### config.mk
export PLATFORM = sky130hd
export DESIGN_NAME = ppm_regs
export DESIGN_NICKNAME = d
export VERILOG_FILES = /design/src/hw/rtl/ppm_pkg.sv /design/src/hw/rtl/ppm_regs.sv
export SDC_FILE = /design/constraint.sdc
export NUM_CORES = 1
export LEC_CHECK = 0
export BUFFER_PORTS_ARGS = -buffer_cell sky130_fd_sc_hd__buf_2
export CELL_PAD_IN_SITES_DETAIL_PLACEMENT = 1
export CELL_PAD_IN_SITES_GLOBAL_PLACEMENT = 1
export CORE_AREA = 2 2 88 90
export CTS_CLUSTER_SIZE = 28
export DETAILED_ROUTE_END_ITERATION = 10
export DIE_AREA = 0 0 90 92
export PLACE_DENSITY_LB_ADDON = 0.1
export SLEW_MARGIN = 25
export SYNTH_ARGS = -nofsm -noshare
export SYNTH_HDL_FRONTEND = slang
export SYNTH_SLANG_ARGS = --single-unit
### constraint.sdc
create_clock -name clk_i -period 0.8 [get_ports clk_i]
set_input_delay 0.08 -clock clk_i [delete_from_list [all_inputs] [get_ports clk_i]]
set_output_delay 0.08 -clock clk_i [all_outputs]
set_load 0.005 [all_outputs]
### src/hw/rtl/ppm_pkg.sv
// Shared types, constants and register codes of the pulse parameter measurement block.
package ppm_pkg;

  localparam int unsigned SAMPLE_W        = 16;
  localparam int unsigned FRAC_W          = 16;
  localparam int unsigned COUNT_W         = 13;
  localparam int unsigned INDEX_W         = 12;
  localparam int unsigned CFG_INDEX_W     = 8;
  localparam int unsigned CFG_DATA_W      = 16;
  localparam int unsigned MAX_SAMPLES_DEF = 4096;

  // Thresholds are compared at full precision: sample * 2^FRAC_W against
  // min * 2^FRAC_W + frac * swing, which needs one bit of headroom.
  localparam int unsigned THR_W = SAMPLE_W + FRAC_W + 1;

  localparam logic [FRAC_W-1:0]   PULSE_FRAC_RST   = 16'd32768;
  localparam logic [FRAC_W-1:0]   EDGE_LOW_RST     = 16'd6554;
  localparam logic [FRAC_W-1:0]   EDGE_HIGH_RST    = 16'd58982;
  localparam logic [SAMPLE_W-1:0] TARGET_LEVEL_RST = 16'd0;

  typedef enum logic [CFG_INDEX_W-1:0] {
    REG_PULSE_FRAC   = 8'd0,
    REG_EDGE_LOW     = 8'd1,
    REG_EDGE_HIGH    = 8'd2,
    REG_TARGET_LEVEL = 8'd3
  } ppm_reg_e;

  typedef enum logic [1:0] {
    THR_PULSE,
    THR_LOW,
    THR_HIGH
  } ppm_thr_e;

  typedef enum logic [2:0] {
    ST_LOAD,
    ST_THR_PULSE,
    ST_THR_LOW,
    ST_THR_HIGH,
    ST_PASS,
    ST_DRAIN,
    ST_DONE
  } ppm_state_e;

  typedef struct packed {
    logic signed [SAMPLE_W-1:0] sample_value;
    logic                       frame_last;
  } ppm_sample_t;

  typedef struct packed {
    logic        [COUNT_W-1:0]  pulse_width_count;
    logic        [COUNT_W-1:0]  rise_count;
    logic        [COUNT_W-1:0]  fall_count;
    logic                       level_found;
    logic        [INDEX_W-1:0]  level_cross_index;
    logic        [INDEX_W-1:0]  peak_index;
    logic signed [SAMPLE_W-1:0] min_value;
    logic signed [SAMPLE_W-1:0] max_value;
  } ppm_result_t;

  typedef struct packed {
    logic        [FRAC_W-1:0]   pulse_frac;
    logic        [FRAC_W-1:0]   edge_low_frac;
    logic        [FRAC_W-1:0]   edge_high_frac;
    logic signed [SAMPLE_W-1:0] target_level;
  } ppm_cfg_t;

  typedef struct packed {
    logic     load;       // take one sample into the store and the trackers
    logic     thr_en;     // compute one threshold
    ppm_thr_e thr_sel;
    logic     pass_init;  // clear pass counters and the read address
    logic     rd_en;      // read one stored sample
    logic     finish;     // clear frame state after the result
  } ppm_cmd_t;

  typedef struct packed {
    logic rd_last;
  } ppm_status_t;

endpackage

### src/hw/rtl/ppm_regs.sv
// Configuration registers of the pulse parameter measurement block.
module ppm_regs
  import ppm_pkg::*;
(
  input  logic                   clk_i,
  input  logic                   rst_ni,
  input  logic                   cfg_valid_i,
  output logic                   cfg_ready_o,
  input  logic [CFG_INDEX_W-1:0] cfg_index_i,
  input  logic [CFG_DATA_W-1:0]  cfg_data_i,
  output ppm_cfg_t               cfg_o
);

  ppm_cfg_t cfg_q, cfg_d;

  assign cfg_ready_o = 1'b1;
  assign cfg_o       = cfg_q;

  always_comb begin
    cfg_d = cfg_q;
    if (cfg_valid_i) begin
      case (cfg_index_i)
        REG_PULSE_FRAC:   cfg_d.pulse_frac     = cfg_data_i;
        REG_EDGE_LOW:     cfg_d.edge_low_frac  = cfg_data_i;
        REG_EDGE_HIGH:    cfg_d.edge_high_frac = cfg_data_i;
        REG_TARGET_LEVEL: cfg_d.target_level   = $signed(cfg_data_i);
        default:          cfg_d = cfg_q;
      endcase
    end
  end

  always_ff @(posedge clk_i or negedge rst_ni) begin
    if (!rst_ni) begin
      cfg_q.pulse_frac     <= PULSE_FRAC_RST;
      cfg_q.edge_low_frac  <= EDGE_LOW_RST;
      cfg_q.edge_high_frac <= EDGE_HIGH_RST;
      cfg_q.target_level   <= $signed(TARGET_LEVEL_RST);
    end else begin
      cfg_q <= cfg_d;
    end
  end

endmodule

# == Word level (Yosys, flattened, before mapping) ==
# Cells that the tools add are included.
# op_classes
eq_ne,3
reduce_logical,5
# ops
cell,count
$eq 8x2->1 const B,2
$eq 8x1->1 const B,1
$logic_not 8->1,1
$reduce_and 2->1,4
# totals
word_cells,12
input_bits,27
out_inout_bits,65
ff_bits,64

# == Logic depth before layout (Yosys ltp) ==
# depth
depth_word,2
ltp_mapped,5
mapped_depth_nobuf,3

# == Worst setup path after synthesis ==
# Ideal clock, no wire load.
# synth_path
path_kind,input to register
startpoint,input port cfg_index_i[6]
endpoint,register cfg_q (netlist bit cfg_o[48])
n_path_buf,2
t_arrival_ps,1261
setup_slack_ps,-586
setup_ps,125
t_required_ps,675
cell_stages,5
path_cell_list,nor4b_4 > and4bb_2 > buf_4 > buf_6 > mux2_2
# synth_between
elab_chain_cells,2
# synth_rtl
element,line,text
from (decl),ppm_regs.sv:9,"input logic [CFG_INDEX_W-1:0] cfg_index_i,"
$logic_not 8->1,ppm_regs.sv:22,case (cfg_index_i)
$reduce_and 2->1 (no line),n/a,
to (signal assigned),ppm_regs.sv:39,cfg_q <= cfg_d;
to (decl),ppm_regs.sv:14,"ppm_cfg_t cfg_q, cfg_d;"
# No other way between the ends.
# A chain may end at the register's enable or synchronous reset.

# == Worst setup path after layout ==
# layout_path
startpoint,input port cfg_index_i[3]
endpoint,register cfg_q (netlist bit cfg_o[46])
# layout_between
elab_chain_cells,2
# layout_rtl
element,line
$eq 8x1->1,ppm_regs.sv:22
$reduce_and 2->1 (no line),n/a
# No other way between the ends.

==> metrics.cfg <==
[sta]
setup_slack_ns=-0.3386
setup_viol=128
rsz0062_at_grt=yes
period_share_pct=142.3
finalHoldViolCount=0
finClkSkew_ns=0
whs_ns=0.03077
max_freq_mhz=878.3
period_needed_ns=1.139
final-max-slew-violation-count=0

[synth]
synth.distinct_cells=13
syn_area_sq_um=2507
ys_ff_latch=64
yosysTopAreaCell=dfrtp_1
synthArstFlopShare_pct=100.0
synth_most_common_cell=mux2_2
synth.top_cells.by_count=mux2_2 (63), dfrtp_1 (47), dfstp_2 (17)
synth_edf_count=0
ys.flop_type=dfrtp_1
seq_area_frac_synth_pct=64.72
ys_warn_count=0
synthTopCellsByArea=dfrtp_1 (47%), mux2_2 (28%), dfstp_2 (18%)
avgSynthCellArea_sq_um=17.66
synth_top_area_share_pct=46.91
synthCells=142
syn_nets=169

[drt]
drtIter0Drc=13
first_pass_iters=4
num_vias=1696
detail_route.wl_per_cell_microns=16.24
via_per_inst=4.417
drt-total-wl_microns=6238
postRouteAntennaNets=0
drc=0

[global_routing]
grt_pass1_wl_microns=9922
antenna_found_initial=0
grt.total_usage_pct=15.73
grt_pass1_vias=1839
overflow=0
grt_max_degree=65

[worst_setup_path]
path_cells=buf_6, nor4b_4, and4b_2, buf_12, mux2_4
setup.worst_path.start_class=primary input
crit_arrival_ns=1.35
crit_start=cfg_index_i[3]
cp_data_required_time_ns=1.01
path_max_fanout=11
slowest_stage=and4b_2
max_stage_delay_ns=0.36
critPathBufInv=2
crit_path_end_kind=register
worstSetupPathType=in2reg
reg2reg_from=cfg_o[40]$_DFFE_PN1P_
path_delay_family=simple AND/OR/NAND/NOR gates

[clocking]
cts_tree=yes
path_clk_slew_ns=0.07
htreeDepth=3
cts_root_buf=clkbuf_8
cts_max_path_buffers=2
cts_sinks=64
cts_made_buffers=9
clk_latency_ns=0.33

[hold_path]
hold_start=cfg_data_i[11]
hp-class=in2reg

[outcome]
outcome=finished with violations
failed_checks=negative setup slack

[final_layout]
area_growth_pct=51.55
n_fill_cell=791
antenna_cells=0
final_nets=304
seq_area_sq_um=1623
final_area_sq_um=3800
layout-drive-gt1-share_pct=81.21
fin_cells=384
largest_register_ffs=64
multi_input_area_sq_um=947.2

[place]
dpl.hpwl_microns=3958
placed_cells=340
place_ws_ns=-0.6676
place.gp.congestion=0.6152
place_area_sq_um=3217
portBuffers=90

[floorplanning]
die_width_microns=90
core-area_sq_um=7447
fp.dieArea_sq_um=8280
fp-row-count=32
die_h_microns=92
io_pins=92
initial_utilization_pct=33.67

[pwr]
irDropWorstVdd_v=0.0007235
power_leakage_nw=2.061
power_density_nw_per_um2=1738
finalPower_mw=6.606

[run]
maxCapViolations=0

final cells by class:
| cell class | instances | share of cell area [%] |
|---|---|---|
| multi-input cells | 71 | 24.93 |
| flip-flops and latches | 64 | 42.71 |
| clock buffers | 14 | 4.017 |
| clock inverters | 2 | 0.2634 |
| repair buffers | 131 | 24.73 |
| well taps | 102 | 3.359 |
power breakdown:
group	leakage [nW]	switching, mW	total, mW	internal [mW]
clock network	0.0844	1.17	2.37	1.21
logic	1.15	0.283	0.726	0.443
registers	0.824	0.0824	3.51	3.42
total	2.06	1.53	6.61	5.07
routing by layer:
layer / part of all wire, % / wire length (microns) / global-route usage (%)
met3: 5.8 / 362 / 4.601
met2: 48 / 3020 / 24.69
met4: 1.3 / 78 / 6.923
met5: 0 / 0 / 0
met1: 45 / 2776 / 20.30
stage by stage:
step | setup TNS, ns | util (%)
after floorplan | -28.13 | -
after global placement | -36.94 | 43.20
after detailed placement | -39.20 | 43.20
after CTS | -26.32 | 49.97
after global routing | -30.55 | 51.02
final | -26.02 | 51.02
worst reg2reg max path: cells and delay by family (launching register included):
family	cells	cell delay (ns)
multiplexers	1	0.26
buffers and inverters	2	0.24
flip-flops	1	0.38
timing repair:
item                                   4_1_cts  5_1_grt
buffers inserted                            17       10
endpoints found under the hold margin       47        0
setup endpoints to repair                  128      128
gates cloned                                 2        0
pin swaps                                    5        3
resized for setup                           32       13
hold buffers                                 1        0
path summary, 6_finish.rpt:
path                                          to  slack, ns  cells past startpoint
min in group asynchronous  cfg_o[45]$_DFFE_PN0P_       0.30                      3
setup reg to reg           cfg_o[40]$_DFFE_PN1P_      -0.14                      3
max in group asynchronous  cfg_o[63]$_DFFE_PN1P_       0.17                      3
setup / recovery           cfg_o[46]$_DFFE_PN0P_      -0.34                      5
hold reg to reg             cfg_o[1]$_DFFE_PN0P_       0.50                      1
hold / removal             cfg_o[43]$_DFFE_PN1P_       0.03                      2
cell usage in the layout, fill, tap and decap left out, drive strengths merged:
cell type and n:
dfrtp 47, nand4b 1, and4bb 1, clkinv 2, clkbuf 15, dfstp 17, nor4b 1, and4b 1
dlygate4sd3 1, mux2 64, nor3 1, conb 1, buf 129, nand4 1
kinds of logic after synthesis:
kind of cell | count (synthesis) | synth area share, %
mux | 64 | 28.89
flops | 64 | 64.72
buf+inv | 7 | 2.844
simple gates | 6 | 3.393
other cells | 1 | 0.1496
(Power assumes the default switching activity.)
