==> src/hw/rtl/ppm_pkg.sv <==
// Shared types, constants and register codes of the pulse parameter measurement block.
package ppm_pkg;

  localparam int unsigned SAMPLE_W        = 16;
  localparam int unsigned FRAC_W          = 16;
  localparam int unsigned COUNT_W         = 13;
  localparam int unsigned INDEX_W         = 12;
  localparam int unsigned CFG_INDEX_W     = 8;
  localparam int unsigned CFG_DATA_W      = 16;
  localparam int unsigned MAX_SAMPLES_DEF = 4096;

  // Thresholds are compared at full precision: sample * 2^FRAC_W against
  // min * 2^FRAC_W + frac * swing, which needs one bit of headroom.
  localparam int unsigned THR_W = SAMPLE_W + FRAC_W + 1;

  localparam logic [FRAC_W-1:0]   PULSE_FRAC_RST   = 16'd32768;
  localparam logic [FRAC_W-1:0]   EDGE_LOW_RST     = 16'd6554;
  localparam logic [FRAC_W-1:0]   EDGE_HIGH_RST    = 16'd58982;
  localparam logic [SAMPLE_W-1:0] TARGET_LEVEL_RST = 16'd0;

  typedef enum logic [CFG_INDEX_W-1:0] {
    REG_PULSE_FRAC   = 8'd0,
    REG_EDGE_LOW     = 8'd1,
    REG_EDGE_HIGH    = 8'd2,
    REG_TARGET_LEVEL = 8'd3
  } ppm_reg_e;

  typedef enum logic [1:0] {
    THR_PULSE,
    THR_LOW,
    THR_HIGH
  } ppm_thr_e;

  typedef enum logic [2:0] {
    ST_LOAD,
    ST_THR_PULSE,
    ST_THR_LOW,
    ST_THR_HIGH,
    ST_PASS,
    ST_DRAIN,
    ST_DONE
  } ppm_state_e;

  typedef struct packed {
    logic signed [SAMPLE_W-1:0] sample_value;
    logic                       frame_last;
  } ppm_sample_t;

  typedef struct packed {
    logic        [COUNT_W-1:0]  pulse_width_count;
    logic        [COUNT_W-1:0]  rise_count;
    logic        [COUNT_W-1:0]  fall_count;
    logic                       level_found;
    logic        [INDEX_W-1:0]  level_cross_index;
    logic        [INDEX_W-1:0]  peak_index;
    logic signed [SAMPLE_W-1:0] min_value;
    logic signed [SAMPLE_W-1:0] max_value;
  } ppm_result_t;

  typedef struct packed {
    logic        [FRAC_W-1:0]   pulse_frac;
    logic        [FRAC_W-1:0]   edge_low_frac;
    logic        [FRAC_W-1:0]   edge_high_frac;
    logic signed [SAMPLE_W-1:0] target_level;
  } ppm_cfg_t;

  typedef struct packed {
    logic     load;       // take one sample into the store and the trackers
    logic     thr_en;     // compute one threshold
    ppm_thr_e thr_sel;
    logic     pass_init;  // clear pass counters and the read address
    logic     rd_en;      // read one stored sample
    logic     finish;     // clear frame state after the result
  } ppm_cmd_t;

  typedef struct packed {
    logic rd_last;
  } ppm_status_t;

endpackage

==> src/hw/rtl/ppm_ctrl.sv <==
// Controller state machine that sequences loading, threshold setup and the counting pass.
module ppm_ctrl
  import ppm_pkg::*;
(
  input  logic        clk_i,
  input  logic        rst_ni,
  input  logic        start_i,
  input  logic        frame_last_i,
  input  ppm_status_t status_i,
  output ppm_cmd_t    cmd_o,
  output logic        busy_o,
  output logic        done_o
);

  ppm_state_e state_q, state_d;

  always_ff @(posedge clk_i or negedge rst_ni) begin
    if (!rst_ni) begin
      state_q <= ST_LOAD;
    end else begin
      state_q <= state_d;
    end
  end

  always_comb begin
    state_d       = state_q;
    cmd_o         = '0;
    cmd_o.thr_sel = THR_PULSE;
    busy_o        = 1'b1;
    done_o        = 1'b0;
    case (state_q)
      ST_LOAD: begin
        busy_o     = 1'b0;
        cmd_o.load = start_i;
        if (start_i && frame_last_i) begin
          state_d = ST_THR_PULSE;
        end
      end
      ST_THR_PULSE: begin
        cmd_o.thr_en  = 1'b1;
        cmd_o.thr_sel = THR_PULSE;
        state_d       = ST_THR_LOW;
      end
      ST_THR_LOW: begin
        cmd_o.thr_en  = 1'b1;
        cmd_o.thr_sel = THR_LOW;
        state_d       = ST_THR_HIGH;
      end
      ST_THR_HIGH: begin
        cmd_o.thr_en    = 1'b1;
        cmd_o.thr_sel   = THR_HIGH;
        cmd_o.pass_init = 1'b1;
        state_d         = ST_PASS;
      end
      ST_PASS: begin
        cmd_o.rd_en = 1'b1;
        if (status_i.rd_last) begin
          state_d = ST_DRAIN;
        end
      end
      ST_DRAIN: begin
        // The last read item is evaluated in this cycle.
        state_d = ST_DONE;
      end
      ST_DONE: begin
        done_o       = 1'b1;
        cmd_o.finish = 1'b1;
        state_d      = ST_LOAD;
      end
      default: begin
        state_d = ST_LOAD;
      end
    endcase
  end

  a_done_returns: assert property (@(posedge clk_i) disable iff (!rst_ni)
    (state_q == ST_DONE) |=> (state_q == ST_LOAD))
    else $error("controller did not return to loading after a result");

  a_last_starts_setup: assert property (@(posedge clk_i) disable iff (!rst_ni)
    (state_q == ST_LOAD && start_i && frame_last_i) |=> (state_q == ST_THR_PULSE))
    else $error("last item did not start threshold setup");

  a_read_only_busy: assert property (@(posedge clk_i) disable iff (!rst_ni)
    cmd_o.rd_en |-> (busy_o && !cmd_o.load))
    else $error("store read while items are being accepted");

endmodule

==> config.mk <==
export PLATFORM = sky130hd
export DESIGN_NAME = ppm_ctrl
export DESIGN_NICKNAME = d
export VERILOG_FILES = /design/src/hw/rtl/ppm_pkg.sv /design/src/hw/rtl/ppm_ctrl.sv
export SDC_FILE = /design/constraint.sdc
export NUM_CORES = 1
export LEC_CHECK = 0
export ABC_AREA = 1
export BUFFER_PORTS_ARGS = -buffer_cell sky130_fd_sc_hd__buf_4
export CAP_MARGIN = 30
export CORE_AREA = 8 8 45 47
export CTS_CLUSTER_DIAMETER = 60
export CTS_CLUSTER_SIZE = 8
export DETAILED_ROUTE_END_ITERATION = 6
export DIE_AREA = 0 0 53 55
export PLACE_DENSITY = 0.42
export SYNTH_ARGS = -nofsm -noshare
export SYNTH_HDL_FRONTEND = slang
export SYNTH_SLANG_ARGS = --single-unit
==> constraint.sdc <==
create_clock -name clk_i -period 1.3 [get_ports clk_i]
set_input_delay 0.065 -clock clk_i [delete_from_list [all_inputs] [get_ports clk_i]]
set_output_delay 0.065 -clock clk_i [all_outputs]
set_load 0.1 [all_outputs]
## Yosys cells after proc, flatten, opt, wreduce, memory -nomap -nowiden

Cells that the tools add are included.

| storage, ports and cells | value |
|---|---|
| flip-flop bits (word level) | 3 |
| bits of input ports | 5 |
| output and inout port bits | 9 |

| cells by class | value |
|---|---|
| equality and inequality tests | 8 |
| multiplexer cells | 9 |
| reduce and logical (&&, ||, !) cells | 3 |

Operators by type and width:

| operator | count |
|---|---|
| 3-bit one-hot mux with 6 select lines | 1 |
| 3-bit == test (second input constant) | 3 |
| 3-bit one-hot mux with 3 select lines | 1 |
| 3-bit by 2-bit == test with 1-bit output (second input constant) | 2 |
| 3-bit two-way mux | 2 |
| 1-bit two-way mux | 5 |
| 2-bit != test (second input constant) | 2 |
| 3-bit by 1-bit == test with 1-bit output (second input constant) | 1 |
| 3-bit zero test | 1 |
| 2-bit AND reduction | 1 |
| 1-bit logical AND | 1 |

## Depth between registers and ports, before layout

Gate-level depths: netlist (run 1).

| logic depth | value |
|---|---|
| word-level depth | 3 |
| gate-level depth with buffers | 4 |

## Worst setup path after synthesis (run 1)

Ideal clock, no wire load.

| timing | value |
|---|---|
| path type | reg-to-output |
| from | reg state_q[1] |
| to | out cmd_o[0] (netlist name) |
| arrival | 3164 ps |
| required time | 1235 ps |
| path slack | -1929 ps |
| cell stages (with the launch flop) | 4 |
| path buffers | 1 |
| cells stage by stage | dfrtp_1 -> inv_1 -> nor3_1 -> buf_4 |

| on the way | value |
|---|---|
| word-level cells in the longest chain between the ends | 2 |

RTL lines:

| element | RTL line | source |
|---|---|---|
| start, declared | ppm_ctrl.sv:15 | `ppm_state_e state_q, state_d;` |
| start signal, assigned | ppm_ctrl.sv:21 | `state_q <= state_d;` |
| 3-bit == test | n/a |  |
| 1-bit two-way mux | n/a |  |
| end, declared | ppm_ctrl.sv:10 | `output ppm_cmd_t cmd_o,` |

No other way between the ends.

==> results of run 1 <==
==> cells by family after synthesis <==
kind of cell / after synthesis / share of synthesized area, %
buffers and inverters: 9 / 19.9
DFF: 3 / 39.7
and+or+nand+nor: 13 / 32.5
AOI/OAI and AO/OA: 3 / 7.94
==> cells in the final DEF, fill, tap and decap left out <==
master and count:
buf_4 10, clkbuf_1 1, dfrtp_2 2, nor2_4 3, nand3_1 4, o21ai_0 2, dfrtp_1 1, nand2_1 2
buf_12 4, dlygate4sd3_1 1, nor3_4 2, o21ai_1 1, nand2_4 1, clkinv_4 1, nor2_1 1, inv_1 7
clkbuf_4 3, buf_6 1
==> Yosys cell counts, drive strengths merged <==
cell | instances | share of area, %
buf | 1 | 4.0
dfrtp | 3 | 40
inv | 8 | 16
nand2 | 3 | 6.0
nand3 | 4 | 11
nor2 | 4 | 11
nor3 | 2 | 5.3
o21ai | 3 | 7.9
==> metrics by stage <==
stage	setup TNS, ns	hold WS [ns]	setup slack [ns]	util [%]	instances
after floorplan	-0.815	-0.231	-0.366	-	28
after global placement	0	-0.143	0.150	25.2	57
after detailed placement	0	-0.144	0.137	25.2	57
after CTS	-0.0275	0.156	-0.0137	31.5	62
after global routing	-0.0897	0.161	-0.0452	33.2	63
final	-0.000591	0.159	-0.000371	33.2	63
==> path summary, 6_finish.rpt <==
kind	startpoint	endpoint	slack, ns	depth (start not counted)
worst max-delay path	state_q[2]	cmd_o[0]	-0.0004	3
worst min-delay path	rst_ni	state_q[1]	0.16	2
worst max register to register	state_q[0]	state_q[0]	0.26	5
worst min register to register	state_q[1]	state_q[1]	0.59	1
max in group asynchronous	rst_ni	state_q[0]	1.04	2
min in group clk_i	status_i	state_q[0]	0.18	5
==> worst register-to-register path, cell delays in order (launching register included) <==
cell	delay (ns)
dfrtp_2	0.47
nor2_4	0.16
buf_4	0.14
nand3_1	0.06
nand2_1	0.07
nor2_1	0.04
==> area by class of cell <==
cell class / instances / share of cell area, %
Clock buffer: 4 / 5.72
Inverter: 8 / 7.63
Multi-Input combinational cell: 16 / 27.0
Timing Repair Buffer: 16 / 38.4
Tap cell: 16 / 4.36
Sequential cell: 3 / 16.9
==> metal layers <==
layer  vias to the layer above  global-route usage [%]  part of all wire (%)
met5                         -                       0                     0
met4                         0                    3.88                     0
met3                         0                    2.67                    15
met2                        10                    5.27                    45
met1                       108                    4.27                    40
li1                        123                       -                     -
==> what timing repair did <==
item,in CTS,in global routing
endpoints found under the hold margin,3,0
pin swaps,0,1
gates cloned,0,0
hold buffers,1,0
gates resized for setup,12,4
endpoints found under the setup margin,7,7
buffers inserted,0,1
==> flow_summary.toml, run 1 <==
[global_routing]
grt_overflow = 0
antenna_found_initial = 0
grt_first_pass_wirelength_um = 862
grt_start_max_net_pins = 9
grt_pass1_vias = 232
grt_use_total_pct = 4.05

[sta]
period_share_pct = 100
skew_ns = 0.00111
hold_violations = 0
tightest_slew_ns = 0.279
fmax_mhz = 769
rsz0062_at_grt = "true"
slew_headroom_pct = 81.5
fin_ws_ns = -0.000371
report.final.setup_viol = 2
period_needed_ns = 1.30
final_max_slew_viol_count = 0

[clock_network]
clk_pin_slew_ns = 0.04
clock-sinks = 3
clk_latency_ns = 0.23
cts_tree = "yes"
cts_buffers = 3
cts.path.max_buffers = 2
root_buffer = "clkbuf_4"
h-tree-depth = 1

[min_path]
hold_path_class = "in -> async"

[finish]
nFillCells = 162
largest_reg_flops = 3
diodes = 0
drive_gt1_share_pct = 57.4
regArea_um2 = 77.6
nets = 53
final_area_um2 = 459
area_growth_pct = 143
reg_top3 = "state_q (3)"
regMostFlops = "state_q"
multi_input_area_um2 = 124

[yosys]
synth-seq-area-share_pct = 39.7
synth_cells = 28
ys_ff_latch = 3
synth_cell_types = 11
syn_area_um2 = 189
avgSynthCellArea_um2 = 6.75
syn-num-nets = 33
yosysWarnings = 0

[route]
drt_iter0_drc = 1
drt-vias-per-instance = 3.83
routedWlPerCell_um = 9.32
totalWireLength_um = 587
dr.pass1.iters = 2
antenna_left = 0
drc = 0
vias = 241

[run]
max_cap_viol_count = 0

[placed_design]
place_area_um2 = 349
gp_congestion = 0.661
port-buffer-count = 13
place_hpwl_um = 463

[worst_setup_path]
crit_family = "buffers and inverters"
crit_type = "reg -> out"
worst-path-buf-inv = 2
crit_chain = "clkinv_4 -> nor3_4 -> buf_4"
cp_slowest_cell = "dfrtp_1"
crit_path_end_kind = "output port"
critical-path-max-stage-delay_ns = 0.39
arrival_ns = 1.24
cp_data_required_time_ns = 1.24
crit_fanout = 8
start_kind = "flop"

[die]
dieWidth_um = 53
core_um2 = 1380
fp.dieH_um = 55
die-area_um2 = 2920
io_pins = 14
fp-row-count = 14
initial_core_util_pct = 13.7

[status]
status = "finished, violations left"
violations = "setup timing"
Power of run 1 is left out: the tool's default activity adds up to more than one toggle a clock period on the data nets, which glitch-free logic cannot reach.
==> run 2, diff against run 1 <==
--- a/config.mk
+++ b/config.mk
@@ -13,6 +13,7 @@
 export CTS_CLUSTER_SIZE = 8
 export DETAILED_ROUTE_END_ITERATION = 6
 export DIE_AREA = 0 0 53 55
+export GPL_TIMING_DRIVEN = 0
 export PLACE_DENSITY = 0.42
 export SYNTH_ARGS = -nofsm -noshare
 export SYNTH_HDL_FRONTEND = slang
==> run 2 against run 1 <==
  * The flow still finishes with violations (setup timing)
  * Worst hold slack is essentially flat
  * Flip-flop and latch count is the same
  * Critical path depth is the same
  * Clock skew shrank 0.00076 ns
  * Wire length grew 2.4%
  * Utilization grew 4.2 points
  * Critical endpoint unchanged
  * Highest routed layer unchanged
==> flow_summary.toml, run 2 (same netlist as run 1, synthesis figures left out) <==
[min_path]
hold_path_class = "in -> async"

[worst_setup_path]
crit_family = "flip-flops"
critical-path-max-stage-delay_ns = 0.47
cp_data_required_time_ns = 1.24
start_kind = "flop"
crit_type = "reg -> out"
cp_slowest_cell = "dfrtp_2"
arrival_ns = 1.27
crit_path_end_kind = "output port"
worst-path-buf-inv = 2
crit_fanout = 5
crit_chain = "nor3_4 -> buf_12 -> buf_12"
crit_top_cell = "buf_12"

[global_routing]
grt_start_max_net_pins = 9
grt_first_pass_wirelength_um = 966
antenna_found_initial = 0
grt_use_total_pct = 4.65
grt_overflow = 0
grt_pass1_vias = 260

[die]
fp-row-count = 14
dieWidth_um = 53
die-area_um2 = 2920
fp.dieH_um = 55
initial_core_util_pct = 13.7
core_um2 = 1380
io_pins = 14

[sta]
period_needed_ns = 1.33
slew_headroom_pct = 81.5
fin_ws_ns = -0.0336
hold_violations = 0
skew_ns = 0.000352
report.final.setup_viol = 2
rsz0062_at_grt = "true"
final_max_slew_viol_count = 0
fmax_mhz = 750
tightest_slew_ns = 0.281
period_share_pct = 103
hold_slack_ns = 0.160

[route]
routed-wl-met3_um = 119
vias = 245
drc = 0
drt_iter0_drc = 5
drt-vias-per-instance = 3.71
m1WireLength_um = 223
dr.pass1.iters = 2
totalWireLength_um = 601
top_layer = "met3"
antenna_left = 0
routedWlPerCell_um = 9.11
wl_met2_um = 258

[finish]
area_growth_pct = 174
layout_common_cells = "buf_4, buf_12, inv_2"
diodes = 0
regMostFlops = "state_q"
largest_reg_flops = 3
reg_top3 = "state_q (3)"
nets = 56
layout_commonest_cell = "buf_4"
final_area_um2 = 517
fin_cells = 66
drive_gt1_share_pct = 70.0

[placed_design]
gp_congestion = 0.632
place_area_um2 = 362
port-buffer-count = 13
dpl_worst_slack_ns = 0.0715
place_inst = 57
place_hpwl_um = 463

[run]
max_cap_viol_count = 0

[clock_network]
root_buffer = "clkbuf_4"
cts_tree = "yes"
clk_pin_slew_ns = 0.04
h-tree-depth = 1
clk_latency_ns = 0.23
clock-sinks = 3
cts_buffers = 3
cts.path.max_buffers = 2

[status]
violations = "setup timing"
status = "finished, violations left"
[run 2: path summary, 6_finish.rpt]
path                       startpoint    endpoint  slack (ns)  cells after the start
min reg2reg                state_q[1]  state_q[2]        0.59                      1
min                            rst_ni  state_q[0]        0.16                      2
min in group clk_i           status_i  state_q[0]        0.18                      5
max in group asynchronous      rst_ni  state_q[1]        1.04                      2
max reg2reg                state_q[0]  state_q[0]        0.35                      4
max                        state_q[0]    cmd_o[0]       -0.03                      3
[run 2: layer usage]
layer / vias to the layer above / GRT usage, %
met1: 104 / 4.28
li1: 129 / -
met3: 0 / 4.01
met5: - / 0
met2: 12 / 6.45
met4: 0 / 3.88
[run 2: timing repair]
action                                  in CTS  in global routing
hold buffers                                 1                  0
endpoints found under the setup margin       7                  8
buffers inserted                             2                  2
pin swaps                                    2                  4
cloned                                       0                  0
endpoints found under the hold margin        3                  0
gates resized for setup                     20                  5
[run 2: area by class of cell]
class	count	area (um^2)
fill	139	867
timing repair buffer	18	216
multi-input combinational	16	124
sequential	3	77.6
inverter	8	32.5
clock buffer	4	26.3
buffer	1	20.0
tap	16	20.0
[run 2: metrics by stage]
step           util [%]  setup TNS, ns
2_1_floorplan         -         -0.815
3_3_place_gp       26.1              0
3_5_place_dp       26.1              0
4_1_cts            35.3         -0.125
5_1_grt            37.3         -0.164
6_report           37.3        -0.0370
Power of run 2 is left out for the same reason.
